$ cat src/rtl/catmull_rom_point_eval_defines.svh
// catmull_rom_point_eval_defines.svh
// Assertion macros for the spline evaluator RTL; no dependencies.
`ifndef CATMULL_ROM_POINT_EVAL_DEFINES_SVH
`define CATMULL_ROM_POINT_EVAL_DEFINES_SVH

// same-cycle implication
`define CRPE_ASSERT_COMB(label, ck, rn, ante, cons, msg) \
    label: assert property (@(posedge ck) disable iff (!rn) (ante) |-> (cons)) \
        else $error(msg);

// next-cycle implication
`define CRPE_ASSERT_NEXT(label, ck, rn, ante, cons, msg) \
    label: assert property (@(posedge ck) disable iff (!rn) (ante) |=> (cons)) \
        else $error(msg);

`endif

$ cat src/rtl/crpe_pkg.sv
// crpe_pkg.sv
// Shared constants and types of the Catmull-Rom point evaluator.
// No dependencies.
package crpe_pkg;

    localparam int DEF_MAX_NODES      = 64;
    localparam int DEF_COORD_BITS     = 24;
    localparam int DEF_TIME_FRAC_BITS = 16;

    // smallest usable node count, also the window of nodes per section
    localparam int MIN_NODES     = 4;
    localparam int SPAN          = 4;
    localparam int BANK_SEL_BITS = 2;

    localparam int PIPE_STAGES = 9;
    localparam int LANE_STAGES = 6;

    typedef enum logic {
        CMD_WRITE = 1'b0,
        CMD_EVAL  = 1'b1
    } cmd_t;

endpackage

$ cat src/rtl/crpe_front.sv
// crpe_front.sv
// Input stage and section/fraction stage; holds the node_count register.
// Depends on crpe_pkg.
module crpe_front
    import crpe_pkg::*;
#(
    parameter int MAX_NODES      = DEF_MAX_NODES,
    parameter int COORD_BITS     = DEF_COORD_BITS,
    parameter int TIME_FRAC_BITS = DEF_TIME_FRAC_BITS,
    localparam int IDX_BITS      = $clog2(MAX_NODES),
    localparam int CNT_BITS      = $clog2(MAX_NODES + 1)
) (
    input  logic                          clk,
    input  logic                          rst_n,
    input  logic                          cfg_wr_en,
    input  logic [CNT_BITS-1:0]           cfg_wr_data,
    input  logic                          load_s1,
    input  logic                          load_s2,
    input  cmd_t                          in_cmd,
    input  logic [IDX_BITS-1:0]           in_node_index,
    input  logic [3*COORD_BITS-1:0]       in_node,
    input  logic [TIME_FRAC_BITS:0]       in_curve_time,
    output cmd_t                          s2_cmd,
    output logic [IDX_BITS-1:0]           s2_node_index,
    output logic [3*COORD_BITS-1:0]       s2_node,
    output logic [IDX_BITS-1:0]           s2_section,
    output logic [TIME_FRAC_BITS:0]       s2_frac
);

    localparam int TS_BITS = TIME_FRAC_BITS + 1 + CNT_BITS;
    localparam logic [TIME_FRAC_BITS:0] ONE_T = {1'b1, {TIME_FRAC_BITS{1'b0}}};

    logic [CNT_BITS-1:0]       node_count_reg;
    logic [CNT_BITS-1:0]       cnt_use;
    logic [CNT_BITS-1:0]       sections;
    logic [CNT_BITS-1:0]       sec_last;
    logic [TS_BITS-1:0]        ts;
    logic [CNT_BITS:0]         ts_int;
    logic [CNT_BITS-1:0]       sec;
    logic [TS_BITS-1:0]        frac_full;

    cmd_t                      s1_cmd_reg;
    logic [IDX_BITS-1:0]       s1_node_index_reg;
    logic [3*COORD_BITS-1:0]   s1_node_reg;
    logic [TIME_FRAC_BITS:0]   s1_time_reg;
    logic [TIME_FRAC_BITS:0]   s1_time_next;

    cmd_t                      s2_cmd_reg;
    logic [IDX_BITS-1:0]       s2_node_index_reg;
    logic [3*COORD_BITS-1:0]   s2_node_reg;
    logic [IDX_BITS-1:0]       s2_section_reg;
    logic [TIME_FRAC_BITS:0]   s2_frac_reg;

    always_ff @(posedge clk or negedge rst_n)
    begin
        if (!rst_n)
        begin
            node_count_reg <= CNT_BITS'(MIN_NODES);
        end
        else if (cfg_wr_en)
        begin
            node_count_reg <= cfg_wr_data;
        end
    end

    always_comb
    begin
        if (node_count_reg < CNT_BITS'(MIN_NODES))
        begin
            cnt_use = CNT_BITS'(MIN_NODES);
        end
        else if (node_count_reg > CNT_BITS'(MAX_NODES))
        begin
            cnt_use = CNT_BITS'(MAX_NODES);
        end
        else
        begin
            cnt_use = node_count_reg;
        end
        sections = cnt_use - CNT_BITS'(MIN_NODES - 1);
        sec_last = sections - CNT_BITS'(1);
    end

    assign s1_time_next = (in_curve_time > ONE_T) ? ONE_T : in_curve_time;

    // section index and fraction; t = 1.0 lands in the last section with u = 1.0
    always_comb
    begin
        ts     = TS_BITS'(s1_time_reg) * TS_BITS'(sections);
        ts_int = ts[TS_BITS-1:TIME_FRAC_BITS];
        if (ts_int > {1'b0, sec_last})
        begin
            sec = sec_last;
        end
        else
        begin
            sec = ts_int[CNT_BITS-1:0];
        end
        frac_full = ts - (TS_BITS'(sec) << TIME_FRAC_BITS);
    end

    always_ff @(posedge clk)
    begin
        if (load_s1)
        begin
            s1_cmd_reg        <= in_cmd;
            s1_node_index_reg <= in_node_index;
            s1_node_reg       <= in_node;
            s1_time_reg       <= s1_time_next;
        end
        if (load_s2)
        begin
            s2_cmd_reg        <= s1_cmd_reg;
            s2_node_index_reg <= s1_node_index_reg;
            s2_node_reg       <= s1_node_reg;
            s2_section_reg    <= IDX_BITS'(sec);
            s2_frac_reg       <= frac_full[TIME_FRAC_BITS:0];
        end
    end

    assign s2_cmd        = s2_cmd_reg;
    assign s2_node_index = s2_node_index_reg;
    assign s2_node       = s2_node_reg;
    assign s2_section    = s2_section_reg;
    assign s2_frac       = s2_frac_reg;

endmodule

$ cat config.mk
export PLATFORM = sky130hd
export DESIGN_NAME = crpe_front
export DESIGN_NICKNAME = d
export VERILOG_FILES = /design/src/rtl/catmull_rom_point_eval_defines.svh /design/src/rtl/crpe_pkg.sv /design/src/rtl/crpe_front.sv
export SDC_FILE = /design/constraint.sdc
export NUM_CORES = 1
export LEC_CHECK = 0
export BUFFER_PORTS_ARGS = -buffer_cell sky130_fd_sc_hd__buf_2
export CAP_MARGIN = 20
export CORE_UTILIZATION = 56
export DETAILED_ROUTE_END_ITERATION = 8
export PLACE_DENSITY_LB_ADDON = 0.08
export SYNTH_ARGS = -nofsm -noshare
export SYNTH_HDL_FRONTEND = slang
export SYNTH_SLANG_ARGS = --single-unit
$ cat constraint.sdc
create_clock -name clk -period 9.48 [get_ports clk]
set_input_delay 0.948 -clock clk [delete_from_list [all_inputs] [get_ports clk]]
set_output_delay 0.948 -clock clk [all_outputs]
set_load 0.005 [all_outputs]
==> impl_metrics.py <==
metrics = {
    "timing": {
        "fin_setup_tns_ns": 0,
        "grt_setup_unrepaired": "false",
        "whs_ns": 0.284,
        "worst_slack_ns": 0.620,
        "slew_viol_final": 0,
        "period_minus_slack_ns": 8.86,
        "hold_violations": 0,
        "skew_ns": 0.0139,
        "worst_pin_slew_ns": 1.11,
        "fin_crit_sh": 0.935,
        "setup_viol": 0,
        "slew_headroom": 0.258,
        "fmax_mhz": 113,
    },
    "power": {
        "powerDensity_nw_per_um2": 377,
        "p_leak_nw": 5.58,
        "power_mw": 4.75,
        "ir_drop_uv": 373,
    },
    "final_layout": {
        "fin_cells": 1218,
        "fill_cells": 1314,
        "area_growth_pct": 18.7,
        "fin_util": 0.689,
        "antenna_cells": 0,
        "finalInstanceArea_um2": 12600,
        "layout.nets": 1207,
        "final_layout_size_suffix_gt1_frac": 0.260,
    },
    "placement": {
        "place_ws_ns": 0.649,
        "dp_hpwl_mm": 15.9,
        "portBuffers": 209,
        "gp_congestion": 0.851,
        "dpl_cell_area_um2": 11900,
        "numPlacedInstances": 1180,
    },
    "route": {
        "firstDrtPassIters": 7,
        "drc_errors": 0,
        "routed_via_density": 5.34,
        "drtIter0Drc": 369,
        "num_vias": 6506,
        "ant_nets": 0,
        "routedWlPerCell_um": 17.7,
        "wirelength_mm": 21.5,
    },
    "clocking": {
        "cts_setup_buffers": 0,
        "cts_tree": "done",
        "clock_sinks": 205,
        "hold_buffers": 0,
        "clk_pin_slew_ns": 0.06,
        "clock_latency_ns": 0.50,
        "clockBufferDepth": 3,
        "cts_buffers": 22,
        "cts.repair.resized": 0,
        "root_buffer": "clkbuf_16",
        "cts_max_level": 1,
    },
    "yosys": {
        "yosys-top-cells-area": "edfxtp_1 (56%), fa_1 (14%), ha_1 (5.9%)",
        "syn-instance-count": 754,
        "yosysTopAreaCell": "edfxtp_1",
        "ys.flop_type": "edfxtp_1",
        "synth-edff-count": 198,
        "syn_avg_cell_area_um2": 14.1,
        "yosys.area.top_type_share": 0.560,
        "synth.distinct_cells": 46,
        "synth_area_um2": 10600,
        "synth.yosys.seq_area_share": 0.577,
        "synthesis.nets": 986,
        "async_reset_ff_frac": 0.0341,
        "ys_ff_latch": 205,
        "ys.warnings.count": 0,
    },
    "critical_path": {
        "cp.required_ns": 9.72,
        "cp-end-kind": "register",
        "slowest_stage": "dfrtp_1",
        "path_class": "reg2reg",
        "start_kind": "register",
        "cpPeakStageDelay_ns": 0.58,
        "crit_fanout": 19,
        "crit_top_cell": "fa_1",
        "critPathArrivalTime_ns": 9.10,
    },
    "min_path": {
        "hp-class": "in2async",
    },
    "status": {
        "status": "completed",
    },
    "global_routing": {
        "grt_pass1_vias": 6990,
        "grt_start_max_net_pins": 83,
        "grt_antenna_before_repair": 0,
        "grt-ovfl-total": 0,
        "grt_pass1_wl_mm": 35.0,
        "grt_usage": 0.231,
    },
    "floorplanning": {
        "dieArea_um2": 19500,
        "initial_utilization": 0.581,
        "ioPinCount": 210,
        "die_h_um": 140,
        "die_x_um": 140,
        "core_area_um2": 18300,
        "rows": 49,
    },
    "flow_run": {
        "maxCapViolations": 0,
    },
}
layer usage:
metal / part of all wire / track usage
met1: 0.40 / 0.280
met2: 0.51 / 0.418
met3: 0.059 / 0.0499
met4: 0.024 / 0.0625
met5: 0 / 0
worst max-delay path, delay by kind of cell, from the launching register on:
family | cells | cell delay (ns)
compound gates | 10 | 2.16
buf+inv | 4 | 0.66
fa+ha+maj | 7 | 3.21
flops | 1 | 0.58
simple gates | 6 | 1.45
mux | 1 | 0.33
xor+xnor | 1 | 0.20
cell usage in the layout, fill, tap and decap left out, types with 3 or more instances in the layout:
cell type  count
buf_2        207
edfxtp_1     198
inv_1         92
fa_1          74
nand2_1       58
and2_1        57
ha_1          50
nor2b_1       34
clkbuf_16     23
a21oi_1       18
a21o_1        18
nor2_1        14
xnor2_1       13
o21ai_0       11
and3_1        10
xor2_1         9
nor3_1         8
a31oi_1        7
buf_4          7
clkinv_1       6
dfrtp_1        6
o21bai_1       5
nand4_1        5
mux2_2         5
a211oi_1       4
a211oi_2       4
nand2b_1       4
nand3_1        4
nor4_1         4
clkbuf_1       4
o21a_1         3
o21ai_1        3
cell usage after synthesis, types with 2 or more instances:
| cell | count |
|---|---|
| a211oi_1 | 5 |
| a211oi_2 | 3 |
| a21o_1 | 18 |
| a21oi_1 | 18 |
| a31oi_1 | 7 |
| a41oi_1 | 2 |
| and2_1 | 57 |
| and3_1 | 10 |
| clkbuf_1 | 15 |
| dfrtp_1 | 6 |
| edfxtp_1 | 198 |
| fa_1 | 74 |
| ha_1 | 50 |
| inv_1 | 92 |
| mux2_2 | 5 |
| mux2_4 | 2 |
| mux2i_1 | 2 |
| nand2_1 | 58 |
| nand2b_1 | 4 |
| nand3_1 | 4 |
| nand4_1 | 5 |
| nor2_1 | 14 |
| nor2b_1 | 34 |
| nor3_1 | 8 |
| nor4_1 | 4 |
| o21a_1 | 3 |
| o21ai_0 | 11 |
| o21ai_1 | 3 |
| o21bai_1 | 5 |
| xnor2_1 | 13 |
| xor2_1 | 9 |
worst paths after layout:
kind / startpoint / to / slack [ns] / cells past startpoint
hold reg to reg: s1_node_reg[13] / s2_node[13] / 0.42 / 0
setup / recovery: node_count_reg[6] / s2_section[1] / 0.62 / 29
setup reg to reg: node_count_reg[6] / s2_section[1] / 0.62 / 29
min in group clk: s1_node_reg[13] / s2_node[13] / 0.42 / 0
max in group asynchronous: rst_n / node_count_reg[2] / 8.97 / 1
hold / removal: rst_n / node_count_reg[5] / 0.28 / 1
kinds of logic (layout without fill, tap and decap cells):
kind of cell | Yosys count | after routing | synth area share
compound gates | 82 | 82 | 0.0528
simple gates | 202 | 202 | 0.102
mux | 9 | 9 | 0.0100
buf+inv | 109 | 344 | 0.0394
flops | 205 | 205 | 0.577
xor+xnor | 23 | 23 | 0.0203
fa+ha+maj | 124 | 124 | 0.199
cell type report:
type                            count  area, um^2  share of cell area
Timing Repair Buffer              214        1090              0.0864
Sequential cell                   205        6120               0.486
Clock inverter                     11        81.3             0.00646
Multi-Input combinational cell    440        4080               0.324
Inverter                           92         345              0.0274
Tap cell                          229         287              0.0228
Clock buffer                       27         591              0.0469
where the power goes:
group | switching [mW] | internal [mW]
combinational | 1.50 | 1.19
sequential | 0.0435 | 1.23
clock | 0.324 | 0.468
Power figures use the tool's default switching activity.
