==> src/rtl/catmull_rom_point_eval_defines.svh <==
// catmull_rom_point_eval_defines.svh
// Assertion macros for the spline evaluator RTL; no dependencies.
`ifndef CATMULL_ROM_POINT_EVAL_DEFINES_SVH
`define CATMULL_ROM_POINT_EVAL_DEFINES_SVH

// same-cycle implication
`define CRPE_ASSERT_COMB(label, ck, rn, ante, cons, msg) \
    label: assert property (@(posedge ck) disable iff (!rn) (ante) |-> (cons)) \
        else $error(msg);

// next-cycle implication
`define CRPE_ASSERT_NEXT(label, ck, rn, ante, cons, msg) \
    label: assert property (@(posedge ck) disable iff (!rn) (ante) |=> (cons)) \
        else $error(msg);

`endif

==> src/rtl/crpe_pkg.sv <==
// crpe_pkg.sv
// Shared constants and types of the Catmull-Rom point evaluator.
// No dependencies.
package crpe_pkg;

    localparam int DEF_MAX_NODES      = 64;
    localparam int DEF_COORD_BITS     = 24;
    localparam int DEF_TIME_FRAC_BITS = 16;

    // smallest usable node count, also the window of nodes per section
    localparam int MIN_NODES     = 4;
    localparam int SPAN          = 4;
    localparam int BANK_SEL_BITS = 2;

    localparam int PIPE_STAGES = 9;
    localparam int LANE_STAGES = 6;

    typedef enum logic {
        CMD_WRITE = 1'b0,
        CMD_EVAL  = 1'b1
    } cmd_t;

endpackage

==> src/rtl/crpe_node_mem.sv <==
// crpe_node_mem.sv
// Node table in four banks by index mod 4; one read per bank gives a section's window.
// Depends on crpe_pkg.
module crpe_node_mem
    import crpe_pkg::*;
#(
    parameter int MAX_NODES      = DEF_MAX_NODES,
    parameter int COORD_BITS     = DEF_COORD_BITS,
    parameter int TIME_FRAC_BITS = DEF_TIME_FRAC_BITS,
    localparam int IDX_BITS      = $clog2(MAX_NODES),
    localparam int NODE_BITS     = 3 * COORD_BITS
) (
    input  logic                        clk,
    input  logic                        load,
    input  logic                        s2_valid,
    input  cmd_t                        s2_cmd,
    input  logic [IDX_BITS-1:0]         s2_node_index,
    input  logic [NODE_BITS-1:0]        s2_node,
    input  logic [IDX_BITS-1:0]         s2_section,
    input  logic [TIME_FRAC_BITS:0]     s2_frac,
    output logic [SPAN*NODE_BITS-1:0]   node_win,
    output logic [TIME_FRAC_BITS:0]     s3_frac
);

    localparam int BANK_DEPTH = (MAX_NODES + SPAN - 1) / SPAN;
    localparam int ROW_BITS   = (BANK_DEPTH > 1) ? $clog2(BANK_DEPTH) : 1;

    logic [NODE_BITS-1:0]        rd_data_reg [SPAN];
    logic [BANK_SEL_BITS-1:0]    s3_rot_reg;
    logic [TIME_FRAC_BITS:0]     s3_frac_reg;
    logic [2*SPAN*NODE_BITS-1:0] rd_bus2;
    logic                        wr_ok;

    // slots past the table are dropped
    assign wr_ok = load && s2_valid && (s2_cmd == CMD_WRITE)
                   && ({1'b0, s2_node_index} < (IDX_BITS + 1)'(MAX_NODES));

    for (genvar b = 0; b < SPAN; b++)
    begin : g_bank
        logic [NODE_BITS-1:0]     mem [BANK_DEPTH];
        logic [BANK_SEL_BITS-1:0] offset;
        logic [IDX_BITS-1:0]      rd_node;
        logic [ROW_BITS-1:0]      rd_row;
        logic [ROW_BITS-1:0]      wr_row;
        logic                     wr_hit;

        always_comb
        begin
            offset  = BANK_SEL_BITS'(b) - s2_section[BANK_SEL_BITS-1:0];
            rd_node = s2_section + IDX_BITS'(offset);
            rd_row  = ROW_BITS'(rd_node >> BANK_SEL_BITS);
            wr_row  = ROW_BITS'(s2_node_index >> BANK_SEL_BITS);
            wr_hit  = wr_ok && (s2_node_index[BANK_SEL_BITS-1:0] == BANK_SEL_BITS'(b));
        end

        always_ff @(posedge clk)
        begin
            if (wr_hit)
            begin
                mem[wr_row] <= s2_node;
            end
            if (load)
            begin
                rd_data_reg[b] <= mem[rd_row];
            end
        end
    end

    always_ff @(posedge clk)
    begin
        if (load)
        begin
            s3_rot_reg  <= s2_section[BANK_SEL_BITS-1:0];
            s3_frac_reg <= s2_frac;
        end
    end

    // rotate banks so that node k comes first
    always_comb
    begin
        for (int j = 0; j < SPAN; j++)
        begin
            rd_bus2[j*NODE_BITS +: NODE_BITS]          = rd_data_reg[j];
            rd_bus2[(j+SPAN)*NODE_BITS +: NODE_BITS]   = rd_data_reg[j];
        end
        for (int j = 0; j < SPAN; j++)
        begin
            node_win[j*NODE_BITS +: NODE_BITS] =
                rd_bus2[(j + int'(s3_rot_reg))*NODE_BITS +: NODE_BITS];
        end
    end

    assign s3_frac = s3_frac_reg;

endmodule

==> config.mk <==
export PLATFORM = sky130hd
export DESIGN_NAME = crpe_node_mem
export DESIGN_NICKNAME = d
export VERILOG_FILES = /design/src/rtl/catmull_rom_point_eval_defines.svh /design/src/rtl/crpe_pkg.sv /design/src/rtl/crpe_node_mem.sv
export SDC_FILE = /design/constraint.sdc
export NUM_CORES = 2
export LEC_CHECK = 0
export BUFFER_PORTS_ARGS = -buffer_cell sky130_fd_sc_hd__buf_2
export CORE_MARGIN = 5
export CORE_UTILIZATION = 30
export DETAILED_ROUTE_END_ITERATION = 8
export PLACE_DENSITY = 0.54
export SETUP_SLACK_MARGIN = 0.1
export SLEW_MARGIN = 30
export SYNTH_ARGS = -nofsm -noshare
export SYNTH_HDL_FRONTEND = slang
export SYNTH_MEMORY_MAX_BITS = 65536
export SYNTH_SLANG_ARGS = --single-unit
==> constraint.sdc <==
create_clock -name clk -period 10.3 [get_ports clk]
set_input_delay 1.03 -clock clk [delete_from_list [all_inputs] [get_ports clk]]
set_output_delay 1.03 -clock clk [all_outputs]
set_load 0.1 [all_outputs]
==> summary.md <==
| Metric | Value |
|---|---|
| Post-synthesis sequential area ratio | `0.7820` |
| Average wire length per cell after detail routing | `34.32 um` |
| CP endpoint kind | `output port` |
| Main flop type after synthesis | `sky130_fd_sc_hd__edfxtp_1` |
| RR Startpoint | `g_bank[2].mem[10][5]` |
| Clock transition at path regs | `about 60 ps` |
| Worst Path Required | `between 9000 and 10000 ps` |
| Maximum capacitance violations | `0` |
| Clock tree from TritonCTS | `yes` |
| Final clock period utilization by the worst path | `0.5475` |
| Post-route clock skew | `63.58 ps` |
| Maximum fanout encountered on the critical timing path | `66` |
| Leading cell types in the layout, fill and taps excluded | `sky130_fd_sc_hd__edfxtp_1, sky130_fd_sc_hd__mux4_2, sky130_fd_sc_hd__clkbuf_16` |
| I/O pin total | `a little over 400` |
| Area added between synthesis and finish | `15.56%` |
| Register bit count reported by yosys | `roughly 4900` |
| Core area | `0.6277 sq mm` |
| Crit path DAT | `4610 ps` |
| Number of warnings printed during yosys synthesis | `0` |
| Setup violators final | `0` |
| Area share of the largest cell type after synthesis | `0.7820` |
| Area of the die | `approximately 0.65 sq mm` |
| Standby leakage power | `66.39 nW` |
| Detailed-route via count | `89320` |
| Leading cell types by total area after synthesis | `sky130_fd_sc_hd__edfxtp_1, sky130_fd_sc_hd__mux4_2, sky130_fd_sc_hd__a221o_1` |
| DRT Wirelength | `579.8 mm` |
| Number of antenna violations at the first check in global routing | `92` |
| Number of port buffers | `409` |
| Reg2reg path depth | `3` |
| Most common cell after layout, fill and taps aside | `sky130_fd_sc_hd__edfxtp_1` |
| Power density of the placed cells | `204.1 mW/mm^2` |
| Last weighted congestion value of the routability-driven placer | `0.8159` |
| Final hold violation count | `0` |
| Register-to-register path setup slack | `8360 ps` |
| Number of slew-limit violations in the final report | `0` |
| Number of enable-type register cells in the synthesized netlist | `4915` |
| Number of DRC violations after detailed-routing iteration 0 | `11170` |
| Quantity of hold-fixing buffers added after cts | `0` |
| Share of layout cells above drive strength 1 | `0.3450` |
| Half-perimeter wire length after placement | `330.2 mm` |
| Number of buffers created by CTS | `about 460` |
| Die Width | `around 800 um` |
| RSZ-0062 raised after global routing | `false` |
| Post-route non-filler standard cell count | `16900` |
| Final core occ | `0.3475` |
| Post-CTS setup repair buffer count | `0` |
| Antenna violation net count after detailed routing | `0` |
| Number of nets at the end of the flow | `8239` |
| Critical R2R Capture | `rd_data_reg[2][5]` |
| Starting utilization of the core area | `0.3007` |
| Min-delay worst type | `primary input to flip-flop` |
| Vias in the first global route | `90140` |
| Crit path time final | `around 5600 ps` |
| CP Class | `flip-flop to output port` |
| Die H | `803.2 um` |
| Peak VDD IR | `0.1659 mV` |
| Largest register FFs | `4608` |
| Row count | `about 290` |
| Run status | `finished clean` |
| Transition time at the pin with the least slew margin | `roughly 1200 ps` |
| Netlist Area Pre-Place | `around 0.19 sq mm` |
| Maximum number of pins on one net before global-route repair | `~150` |
| Achievable frequency | `roughly 180 MHz` |
| Number of instances resized during post-cts repair | `0` |
| Insertion delay of the later-clocked pin in the worst-skew pair | `about 1000 ps` |
| Largest area contributor in the synthesized netlist | `sky130_fd_sc_hd__edfxtp_1` |
| Net count after synthesis | `7558` |
| Number of vias per cell | `between 5 and 6` |
| Clk root buf | `sky130_fd_sc_hd__clkbuf_16` |
| Hold path startpoint | `s2_frac[10]` |
| Number of sinks driven by the clock tree | `4915` |
| Endpoint of the worst hold path | `s3_frac[10]` |
| Yosys cell types | `42` |
| Syn Area/Cell | `about 25 sq um` |
| Type of origin of the critical path | `flip-flop` |
| Total overflow reported by the global router | `0` |
| Post-synthesis instance total | `7448` |
| CTS HTree Levels | `5` |
| Cell area after layout | `0.2181 sq mm` |
| Global-route wire length before repair | `a little under 800 mm` |
| Global-route total usage across every layer | `0.1750` |
| Cell Area, Placed | `0.2027 sq mm` |
| Final setup TNS | `0 ps` |
| Worst max-slew margin expressed relative to the limit | `0.2229` |
| Hold Path Depth | `1` |
| Count of placed standard cells including taps | `roughly 16000` |
| First-pass iteration count of the detailed router | `5` |
| Number of buffers on the longest clock path | `4` |
| Remaining DRCs | `0` |
| Async set or reset register ratio after synthesis | `0` |
[how the worst max path moves through the flow]
stage                     cells past startpoint          start                    to  slack (ps)
after floorplan                               5         s2_cmd  g_bank[0].mem[10][0]        4890
after global placement                       10  s2_section[3]    rd_data_reg[0][47]        4080
after detailed placement                     10  s2_section[3]    rd_data_reg[0][47]        4070
after CTS                                     5  s3_rot_reg[0]         node_win[194]        4080
after global routing                          6  s3_rot_reg[0]         node_win[266]        4330
final                                         6  s3_rot_reg[0]         node_win[194]        4660
[final cells by class]
class,count,area (sq um)
Antenna cell,30,75.07
Clock buffer,543,11870
Clock inverter,302,3035
Fill cell,57190,409600
Inverter,3,11.26
Multi-Input combinational cell,2111,39980
Sequential cell,4915,147600
Tap cell,8350,10450
Timing Repair Buffer,642,5104
[report_power, final]
| part | leakage [nW] | internal, W | switching, W |
|---|---|---|---|
| clock | 7.22 | 0.00951 | 0.00743 |
| sequential | 44.4 | 0.0222 | 0.000391 |
| combinational | 14.7 | 0.00147 | 0.00347 |
[worst max-delay path: stages (launching register included)]
cell and delay [ps]:
sky130_fd_sc_hd__edfxtp_1 370, sky130_fd_sc_hd__buf_4 600, sky130_fd_sc_hd__buf_4 450, sky130_fd_sc_hd__buf_16 290, sky130_fd_sc_hd__buf_6 620, sky130_fd_sc_hd__mux4_2 740
sky130_fd_sc_hd__buf_2 350
[synth_stat cells, types with 3 or more instances]
library cell                number
sky130_fd_sc_hd__inv_1           3
sky130_fd_sc_hd__nand2_1        39
sky130_fd_sc_hd__a22oi_1         6
sky130_fd_sc_hd__nor2b_1         5
sky130_fd_sc_hd__nor3_1          4
sky130_fd_sc_hd__mux4_2       1560
sky130_fd_sc_hd__a2111oi_0       4
sky130_fd_sc_hd__a21oi_2         4
sky130_fd_sc_hd__or3_1           3
sky130_fd_sc_hd__a31oi_1         4
sky130_fd_sc_hd__xnor2_1         6
sky130_fd_sc_hd__nand3_1        14
sky130_fd_sc_hd__and3_1          6
sky130_fd_sc_hd__buf_2         165
sky130_fd_sc_hd__nor2_1         95
sky130_fd_sc_hd__o21ai_1         9
sky130_fd_sc_hd__a22o_1        144
sky130_fd_sc_hd__a221o_1       144
sky130_fd_sc_hd__mux2i_1        10
sky130_fd_sc_hd__buf_4           8
sky130_fd_sc_hd__ha_1            5
sky130_fd_sc_hd__o21ai_0         7
sky130_fd_sc_hd__o22ai_1         6
sky130_fd_sc_hd__clkbuf_1      176
sky130_fd_sc_hd__buf_1          66
sky130_fd_sc_hd__o211a_1         4
sky130_fd_sc_hd__a21oi_1        10
sky130_fd_sc_hd__buf_6           4
sky130_fd_sc_hd__xor2_1          5
sky130_fd_sc_hd__edfxtp_1     4915
[per-stage QoR]
step	hold WS [ps]	setup slack, ps	power (W)
after CTS	125.3	4081	0.04486
after global routing	173.5	4334	0.04581
final	230.3	4661	0.04451
after global placement	737.8	4076	0.02795
after floorplan	702.2	4890	0.02628
after detailed placement	740.7	4067	0.02802
[per-layer routing]
layer  track usage  routed length (um)  vias to the layer above
li1              -                   -                    34410
met1        0.2262              225800                    49990
met2        0.2989              290800                     4047
met3       0.03447               43040                      823
met4       0.05208               19870                       48
met5             0                 292                        -
[cells by family (layout without fill, tap and decap cells)]
family,after synthesis,in the layout,synth area share
AO/OA/AOI/OAI,350,350,0.01657
XOR/XNOR,14,14,0.0007690
adder cells (fa/ha/maj),5,5,0.0003315
buffers and inverters,422,1490,0.009805
flip-flops,4915,4915,0.7820
multiplexers,1570,1570,0.1867
other,0,30,0
AND/OR/NAND/NOR,172,172,0.003845
(Power assumes the default switching activity.)
